===== config.mk =====
export PLATFORM = sky130hd
export DESIGN_NAME = phi_placement_idf_core
export DESIGN_NICKNAME = d
export VERILOG_FILES = /design/src/phi_idf_pkg.sv /design/src/phi_placement_idf_core.sv /design/src/phi_idf_frontier_mem.sv /design/src/phi_idf_worklist.sv
export SDC_FILE = /design/constraint.sdc
export NUM_CORES = 2
export LEC_CHECK = 0
export BUFFER_PORTS_ARGS = -buffer_cell sky130_fd_sc_hd__buf_2
export CAP_MARGIN = 20
export CORE_UTILIZATION = 40
export DETAILED_ROUTE_END_ITERATION = 7
export SLEW_MARGIN = 25
export SYNTH_ARGS = -nofsm -noshare
export SYNTH_HDL_FRONTEND = slang
export SYNTH_SLANG_ARGS = --single-unit

===== constraint.sdc =====
create_clock -name aclk -period 10.7 [get_ports aclk]
set_input_delay 1.605 -clock aclk [delete_from_list [all_inputs] [get_ports aclk]]
set_output_delay 1.605 -clock aclk [all_outputs]
set_load 0.03 [all_outputs]

===== src/phi_idf_pkg.sv =====
package phi_idf_pkg;

    // Fixed field widths of the item ports.
    localparam int INDEX_W        = 6;
    localparam int MASK_W         = 64;
    localparam int MAX_BLOCKS_DEF = 64;

    // Item operation codes.
    typedef enum logic {
        OP_LOAD  = 1'b0,
        OP_QUERY = 1'b1
    } op_t;

    // Top-level control states.
    typedef enum logic [1:0] {
        ST_IDLE,
        ST_RUN,
        ST_DONE
    } state_t;

    // Frontier row read request from the worklist to the table.
    typedef struct packed {
        logic               en;
        logic [INDEX_W-1:0] addr;
    } rd_req_t;

    // Worklist status toward the controller.
    typedef struct packed {
        logic busy;
        logic done;
    } wl_status_t;

endpackage


===== src/phi_placement_idf_core.sv =====
// Load item: writes one frontier row if its block index is below MAX_BLOCKS; returns no result.
// Query item: walks the worklist from the def sites with one table read per pop; each block
// is queued at most once, so there are at most MAX_BLOCKS pops, and the placed set is the result.
// The walk ends only once nothing is pending and no row is in flight.
// One item at a time; the result register lets the next item in while a result waits.
// Reset (synchronous, active low) marks every frontier row empty and clears the worklist.
module phi_placement_idf_core #(
    parameter int MAX_BLOCKS = phi_idf_pkg::MAX_BLOCKS_DEF
) (
    input  logic                            aclk,
    input  logic                            aresetn,
    input  logic                            s_valid,
    output logic                            s_ready,
    input  logic                            s_operation,
    input  logic [phi_idf_pkg::INDEX_W-1:0] s_block_index,
    input  logic [phi_idf_pkg::MASK_W-1:0]  s_frontier_row,
    input  logic [phi_idf_pkg::MASK_W-1:0]  s_def_site_mask,
    output logic                            m_valid,
    input  logic                            m_ready,
    output logic [phi_idf_pkg::MASK_W-1:0]  m_phi_mask
);
    import phi_idf_pkg::*;

    state_t                state_reg, state_next;
    logic                  m_valid_reg, m_valid_next;
    logic [MASK_W-1:0]     m_phi_mask_reg;
    logic                  out_load;

    logic                  accept;
    logic                  wr_en;
    logic                  start;
    rd_req_t               rd_req;
    wl_status_t            wl_status;
    logic [MAX_BLOCKS-1:0] rd_data;
    logic [MAX_BLOCKS-1:0] placed;
    logic                  slot_free;

    // Input decode.
    assign s_ready = (state_reg == ST_IDLE);
    assign accept  = s_valid && s_ready;
    assign wr_en   = accept && (op_t'(s_operation) == OP_LOAD)
                     && ({1'b0, s_block_index} < (INDEX_W + 1)'(MAX_BLOCKS));
    assign start   = accept && (op_t'(s_operation) == OP_QUERY);

    phi_idf_frontier_mem #(
        .MAX_BLOCKS(MAX_BLOCKS)
    ) u_mem (
        .aclk   (aclk),
        .aresetn(aresetn),
        .wr_en  (wr_en),
        .wr_addr(s_block_index),
        .wr_data(s_frontier_row[MAX_BLOCKS-1:0]),
        .rd_req (rd_req),
        .rd_data(rd_data)
    );

    phi_idf_worklist #(
        .MAX_BLOCKS(MAX_BLOCKS)
    ) u_worklist (
        .aclk   (aclk),
        .aresetn(aresetn),
        .start  (start),
        .defs   (s_def_site_mask[MAX_BLOCKS-1:0]),
        .rd_data(rd_data),
        .rd_req (rd_req),
        .status (wl_status),
        .placed (placed)
    );

    // Controller and result register handshake.
    assign slot_free = !m_valid_reg || m_ready;

    always_comb begin
        state_next   = state_reg;
        out_load     = 1'b0;
        m_valid_next = m_valid_reg && !m_ready;
        unique case (state_reg)
            ST_IDLE: begin
                if (start) begin
                    state_next = ST_RUN;
                end
            end
            ST_RUN: begin
                if (wl_status.done) begin
                    if (slot_free) begin
                        out_load   = 1'b1;
                        state_next = ST_IDLE;
                    end else begin
                        state_next = ST_DONE;
                    end
                end
            end
            ST_DONE: begin
                if (slot_free) begin
                    out_load   = 1'b1;
                    state_next = ST_IDLE;
                end
            end
            default: begin
                state_next = ST_IDLE;
            end
        endcase
        if (out_load) begin
            m_valid_next = 1'b1;
        end
    end

    always_ff @(posedge aclk) begin
        if (!aresetn) begin
            state_reg   <= ST_IDLE;
            m_valid_reg <= 1'b0;
        end else begin
            state_reg   <= state_next;
            m_valid_reg <= m_valid_next;
        end
    end

    // Result payload, widened to the port.
    always_ff @(posedge aclk) begin
        if (out_load) begin
            m_phi_mask_reg <= MASK_W'(placed);
        end
    end

    assign m_valid    = m_valid_reg;
    assign m_phi_mask = m_phi_mask_reg;

endmodule


===== src/phi_idf_frontier_mem.sv =====
module phi_idf_frontier_mem #(
    parameter int MAX_BLOCKS = phi_idf_pkg::MAX_BLOCKS_DEF
) (
    input  logic                          aclk,
    input  logic                          aresetn,
    input  logic                          wr_en,
    input  logic [phi_idf_pkg::INDEX_W-1:0] wr_addr,
    input  logic [MAX_BLOCKS-1:0]         wr_data,
    input  phi_idf_pkg::rd_req_t          rd_req,
    output logic [MAX_BLOCKS-1:0]         rd_data
);
    import phi_idf_pkg::*;

    localparam int ADDR_W = $clog2(MAX_BLOCKS);

    logic [MAX_BLOCKS-1:0] mem [MAX_BLOCKS];
    logic [MAX_BLOCKS-1:0] row_valid_reg;
    logic [MAX_BLOCKS-1:0] rd_raw_reg;
    logic                  rd_valid_reg;

    // Row storage and registered read port.
    always_ff @(posedge aclk) begin
        if (wr_en) begin
            mem[wr_addr[ADDR_W-1:0]] <= wr_data;
        end
        if (rd_req.en) begin
            rd_raw_reg <= mem[rd_req.addr[ADDR_W-1:0]];
        end
    end

    // One valid bit per row; a row never loaded reads as an empty frontier.
    always_ff @(posedge aclk) begin
        if (!aresetn) begin
            row_valid_reg <= '0;
            rd_valid_reg  <= 1'b0;
        end else begin
            if (wr_en) begin
                row_valid_reg[wr_addr[ADDR_W-1:0]] <= 1'b1;
            end
            if (rd_req.en) begin
                rd_valid_reg <= row_valid_reg[rd_req.addr[ADDR_W-1:0]];
            end
        end
    end

    assign rd_data = rd_valid_reg ? rd_raw_reg : '0;

endmodule


===== src/phi_idf_worklist.sv =====
module phi_idf_worklist #(
    parameter int MAX_BLOCKS = phi_idf_pkg::MAX_BLOCKS_DEF
) (
    input  logic                      aclk,
    input  logic                      aresetn,
    input  logic                      start,
    input  logic [MAX_BLOCKS-1:0]     defs,
    input  logic [MAX_BLOCKS-1:0]     rd_data,
    output phi_idf_pkg::rd_req_t      rd_req,
    output phi_idf_pkg::wl_status_t   status,
    output logic [MAX_BLOCKS-1:0]     placed
);
    import phi_idf_pkg::*;

    logic [MAX_BLOCKS-1:0] pending_reg, pending_next;
    logic [MAX_BLOCKS-1:0] queued_reg, queued_next;
    logic [MAX_BLOCKS-1:0] placed_reg, placed_next;
    logic                  busy_reg, busy_next;
    logic                  inflight_reg, inflight_next;
    logic                  done_reg, done_next;

    logic [MAX_BLOCKS-1:0] low_bit;
    logic [INDEX_W-1:0]    pop_idx;
    logic                  pop;
    logic [MAX_BLOCKS-1:0] row;
    logic [MAX_BLOCKS-1:0] fresh;
    logic [MAX_BLOCKS-1:0] enter;

    // Pick the lowest pending block and encode its index.
    always_comb begin
        low_bit = pending_reg & (~pending_reg + MAX_BLOCKS'(1));
        pop_idx = '0;
        for (int i = 0; i < MAX_BLOCKS; i++) begin
            if (low_bit[i]) begin
                pop_idx = pop_idx | INDEX_W'(i);
            end
        end
    end

    assign pop         = busy_reg && (pending_reg != '0);
    assign rd_req.en   = pop;
    assign rd_req.addr = pop_idx;

    // Merge the row that returns in the cycle after its pop.
    assign row   = inflight_reg ? rd_data : '0;
    assign fresh = row & ~placed_reg;
    assign enter = fresh & ~queued_reg;

    always_comb begin
        pending_next  = pending_reg;
        queued_next   = queued_reg;
        placed_next   = placed_reg;
        busy_next     = busy_reg;
        inflight_next = 1'b0;
        done_next     = 1'b0;
        if (start) begin
            pending_next = defs;
            queued_next  = defs;
            placed_next  = '0;
            busy_next    = 1'b1;
        end else if (busy_reg) begin
            pending_next  = (pending_reg & ~(pop ? low_bit : '0)) | enter;
            queued_next   = queued_reg | enter;
            placed_next   = placed_reg | fresh;
            inflight_next = pop;
            // The worklist has drained once nothing is pending or in flight.
            if (!pop && !inflight_reg) begin
                busy_next = 1'b0;
                done_next = 1'b1;
            end
        end
    end

    always_ff @(posedge aclk) begin
        if (!aresetn) begin
            pending_reg  <= '0;
            queued_reg   <= '0;
            placed_reg   <= '0;
            busy_reg     <= 1'b0;
            inflight_reg <= 1'b0;
            done_reg     <= 1'b0;
        end else begin
            pending_reg  <= pending_next;
            queued_reg   <= queued_next;
            placed_reg   <= placed_next;
            busy_reg     <= busy_next;
            inflight_reg <= inflight_next;
            done_reg     <= done_next;
        end
    end

    assign status.busy = busy_reg;
    assign status.done = done_reg;
    assign placed      = placed_reg;

endmodule

; Word-level counts from Yosys, hierarchy flattened
; Memories as Yosys holds them, arrays and structs flattened. A register that Yosys moved wholly into a read port is not among the register bits.
; Index checks and enable logic that the tools add are counted.
; Widths: inputs -> output; s select.
[op_classes]
addsub = 1
n_reduce_logical = 19
bitwise_logic = 14
eq_ne = 7
shift = 0
magnitude_cmp = 3
multipliers = 0
n_div = 0
muxes = 115
[op_table]
columns = operator, count
row1 = $mux 64, 13
row2 = $and 64x64->64, 4
row3 = $not 64->64, 4
row4 = $or 64x64->64, 4
row5 = $mux 6, 32
row6 = $mux 5, 16
row7 = $add 64x1->64 const B, 1
row8 = $reduce_bool 64->1, 1
row9 = $mux 4, 8
row10 = $mux 1, 27
row11 = $mux 2, 11
row12 = $lt 6x7->1 const B, 2
row13 = $mux 3, 4
row14 = $ne 2x1->1 const B, 4
row15 = $logic_and 1x1->1, 7
row16 = $bmux 1 s6, 1
row17 = $demux 1 s6, 1
row18 = $ge 6x1->1 const B, 1
row19 = $pmux 2 s3, 1
row20 = $logic_not 1->1, 4
row21 = $reduce_bool 2->1, 2
row22 = $reduce_and 3->1, 1
row23 = $eq 2x1->1 const B, 1
row24 = $eq 2x2->1 const B, 1
row25 = other kinds (7), 8
[word_totals]
latch_bits = 0
wordCells = 171
out_inout_bits = 66
n_memories = 1
romBits = 0
regBits = 327
ramBits = 4096
in_bits = 139
[memory_table]
columns = name, depth, word_bits, rd, rd_ports_with_merged_regs, write_ports, line_no
row1 = u_mem.mem, 64, 64, 1, 1, 1, phi_idf_frontier_mem.sv:16  ; logic [MAX_BLOCKS-1:0] mem [MAX_BLOCKS];

; Depth between registers and ports, before layout
[logic_depth]
ltp_word = 70
mapped_depth = 19
mapped_depth_nobuf = 12

; Hierarchy
; A second synthesis with hierarchy kept.
[hier_totals]
hier_cells = 7614
hier_area_um2 = 171255.5
[modules_own_cells]
columns = mod, n_inst, cells_each, area_per_inst_um2
row1 = phi_idf_frontier_mem, 1, 6320, 159565.5
row2 = phi_idf_worklist, 1, 1203, 9549.2
row3 = phi_placement_idf_core, 1, 91, 2140.8

; Worst setup path after synthesis
; Ideal clock, no wire load.
[synth_timing]
path_type = in2reg
startpoint = input port s_block_index[5] (netlist bit)
endpoint = memory u_mem.mem[38][0] (netlist bit), enable pin
n_path_buf = 2
required_ns = 10.212
cell_stages = 4
setup_time_ns = 0.488
arrival_ns = 5.159
setup_slack_ns = 5.053
path_cell_list = clkbuf_1 or3b_2 clkbuf_1 nor2_1
[synth_lines]
columns = item, line_no
row1 = start: declaration, phi_placement_idf_core.sv:15  ; input logic [phi_idf_pkg::INDEX_W-1:0] s_block_index,
row2 = end: declaration, phi_idf_frontier_mem.sv:16
; Straight into the memory's write port.

; Worst setup path after layout
[layout_timing]
startpoint = register u_worklist.pending_reg[33]
endpoint = register u_mem.rd_raw_reg[40], read port of u_mem.mem (data pin)
[layout_via]
elab_chain_len = 34
[layout_rtl]
columns = item, line_no
row1 = start: declaration, phi_idf_worklist.sv:15  ; logic [MAX_BLOCKS-1:0] pending_reg, pending_next;
row2 = start signal: assignment, phi_idf_worklist.sv:83  ; pending_reg <= pending_next;
row3 = $not 64->64, phi_idf_worklist.sv:31  ; low_bit = pending_reg & (~pending_reg + MAX_BLOCKS'(1));
row4 = $add 64x1->64, phi_idf_worklist.sv:31
row5 = $and 64x64->64, phi_idf_worklist.sv:31
row6 = $mux 6 (31 in series), phi_idf_worklist.sv:34  ; if (low_bit[i]) begin
row7 = end: declaration, phi_idf_frontier_mem.sv:18  ; logic [MAX_BLOCKS-1:0] rd_raw_reg;
; Parallel ways exist; a longest one is shown, timed or not.
; A chain may end at the register's enable or synchronous reset.

==> impl_metrics.yaml <==
status:
  status: "finished, final reports clean"
floorplan:
  row_count: 243
  core_area_um2: 438000
  fp.dieW_um: 665
  io_pins: 205
  die_h_um: 665
  initial_core_util_pct: 40.2
  die_area_um2: 442000
setup_path:
  rrSetupSlack_ns: 4.09
  r2r_start: "u_worklist.pending_reg[33]"
  path_cells: "nor4_1, nand4_1, nor4_2, o211a_1, nand4bb_1, or2_4, buf_4, buf_4, mux2i_1, a32oi_1, o21ai_0, o22ai_1, a2111oi_0, o211ai_1"
  slowest_delay_ns: 0.92
  worstPathMaxFanout: 39
  worstSetupPathType: "reg -> reg"
  reg2regPathDepth: 14
  cpMostUsedCell: "buf_4"
  crit_path_top_delay_cell: "a2111oi_0"
  r2r-end: "u_mem.rd_raw_reg[40]"
  required_ns: 11.40
  arrival_ns: 7.32
  critical_path.top_delay_family: "simple AND/OR/NAND/NOR gates"
  crit_buf_inv: 2
  critPathCaptureType: "register"
  worstSetupStartpointType: "register"
sta:
  fin_tns_setup_ns: 0
  finalMaxSlewViolations: 0
  max_freq_ghz: 0.151
  period_minus_slack_ns: 6.61
  setup_viol: 0
  fin_worst_skew_ns: 0.0910
  relSlewSlack_pct: 22.1
  hold_violations: 0
  tightest_slew_ns: 1.17
  fin_crit_sh_pct: 61.8
  rsz0062_at_grt: "false"
min_path:
  hold_path.class: "reg -> reg"
  hp-start: "u_mem.row_valid_reg[5]"
  min_to: "u_mem.row_valid_reg[5]"
  worstHoldPathCells: 1
yosys:
  synth.yosys.seq_area_share_pct: 75.1
  yosys_warnings: 0
  synthFlopType: "edfxtp_1"
  async_flop_share_pct: 0
  synth-edff-count: 4224
  synth_fp_nets: 12587
  avgSynthCellArea_um2: 14.1
  syn_area_um2: 176000
  ys_ff_latch: 4487
  synthCells: 12445
  ys_types: 86
flow_run:
  maxCapViolCount: 0
finish:
  area.growth.synth_to_final_pct: 12.4
  drive_gt1_share_pct: 9.59
  final_common_cell: "edfxtp_1"
  final_util_pct: 45.2
  fin_cells: 18680
  layout.nets: 12685
  largest_reg_flops: 4096
  final_cell_mix: "edfxtp_1, nand2_1, a21oi_1"
global_routing:
  antenna_found_initial: 55
  grt_max_degree: 148
  grt_usage_pct: 24.9
  grt_pass1_wl_um: 792000
  grt-ovfl-total: 0
  grt_pass1_vias: 103280
power:
  power_w: 0.0421
  ir_drop_mv: 0.185
  leakage_nw: 64.8
  power_density_nw_per_um2: 213
cts:
  worstSkewPairLatency_ns: 1.04
  numCtsBuffers: 446
  root_buffer: "clkbuf_16"
  cts_tree: "built"
  cts_setup_buffers: 0
  hold_buffers: 0
  clkTransAtPathRegs_ns: 0.07
  post_cts_resized: 0
  cts.sinks: 4487
  htree_levels: 5
  cts.path.max_buffers: 4
placement:
  dp.cells: 17848
  hpwl_um: 313000
  portBuffers: 204
  place_congestion: 0.930
routing:
  viasPerCell: 6.04
  drc: 0
  firstDrtPassIters: 6
  drtAntennaViolNets: 0
  totalWireLength_um: 571000
  drtIter0Drc: 15567
  vias: 112767
  wl_per_cell_um: 30.6
## routing by layer
layer,share of wire (%),vias up,global-route usage [%]
met5,0.024,-,0
met4,4.1,22,9.00
met3,11,1147,4.93
met2,45,6286,38.4
met1,40,57670,34.9
li1,-,47642,-
## power breakdown
| group | switching [W] | leakage (nW) | internal [W] |
|---|---|---|---|
| sequential | 0.000202 | 40.2 | 0.0193 |
| clock | 0.00674 | 6.66 | 0.00820 |
| combinational | 0.00529 | 18.0 | 0.00232 |
| total | 0.0122 | 64.8 | 0.0299 |
## synth_stat cells (all sizes together), types with 108 or more instances
| cell | count | share of area, % |
|---|---|---|
| a22oi | 230 | 0.98 |
| a22o | 200 | 1.0 |
| nand3 | 669 | 1.9 |
| edfxtp | 4224 | 72 |
| clkbuf | 449 | 0.96 |
| a32oi | 238 | 1.2 |
| buf | 399 | 1.2 |
| mux2i | 526 | 3.0 |
| dfxtp | 263 | 3.0 |
| nor2 | 289 | 0.62 |
| a21oi | 785 | 2.2 |
| o21ai | 240 | 0.68 |
| and3 | 126 | 0.45 |
| a311oi | 122 | 0.61 |
| nand2 | 2621 | 5.6 |
| o22ai | 108 | 0.38 |
## cell type report
type / count / area (um2)
Antenna cell: 18 / 45.0
Clock buffer: 569 / 11700
Clock inverter: 241 / 2060
Fill cell: 38293 / 240000
Inverter: 24 / 92.6
Multi-Input combinational cell: 7086 / 40500
Sequential cell: 4487 / 132000
Tap cell: 5757 / 7200
Timing Repair Buffer: 498 / 4000
## metrics by stage
stage / instance area [um2] / hold WS, ns / setup slack, ns
after floorplan: 176000 / 0.422 / 5.05
after global placement: 183000 / 0.441 / 3.56
after detailed placement: 184000 / 0.452 / 3.88
after CTS: 197000 / 0.466 / 3.83
after global routing: 198000 / 0.475 / 3.73
final: 198000 / 0.465 / 4.09
## logic make-up (layout without fill, tap and decap cells)
kind of cell / after synthesis / in the layout / share of synthesized area (%)
AOI/OAI and AO/OA: 2474 / 2474 / 9.65
muxes: 527 / 527 / 3.01
adders and majority gates: 3 / 3 / 0.0213
and+or+nand+nor: 4082 / 4082 / 9.99
DFF: 4487 / 4487 / 75.1
buffers and inverters: 872 / 1332 / 2.23
other: 0 / 18 / 0
## worst max path at each step
| stage | cells after the start | to | startpoint |
|---|---|---|---|
| after floorplan | 4 | u_mem.mem[38][0] | s_block_index[5] |
| after global placement | 13 | u_mem.rd_raw_reg[18] | u_worklist.pending_reg[33] |
| after detailed placement | 14 | u_mem.rd_raw_reg[40] | u_worklist.pending_reg[33] |
| after CTS | 14 | u_mem.rd_raw_reg[40] | u_worklist.pending_reg[33] |
| after global routing | 14 | u_mem.rd_raw_reg[40] | u_worklist.pending_reg[33] |
| final | 14 | u_mem.rd_raw_reg[40] | u_worklist.pending_reg[33] |
Note: power is estimated with default switching activity, not from simulation.
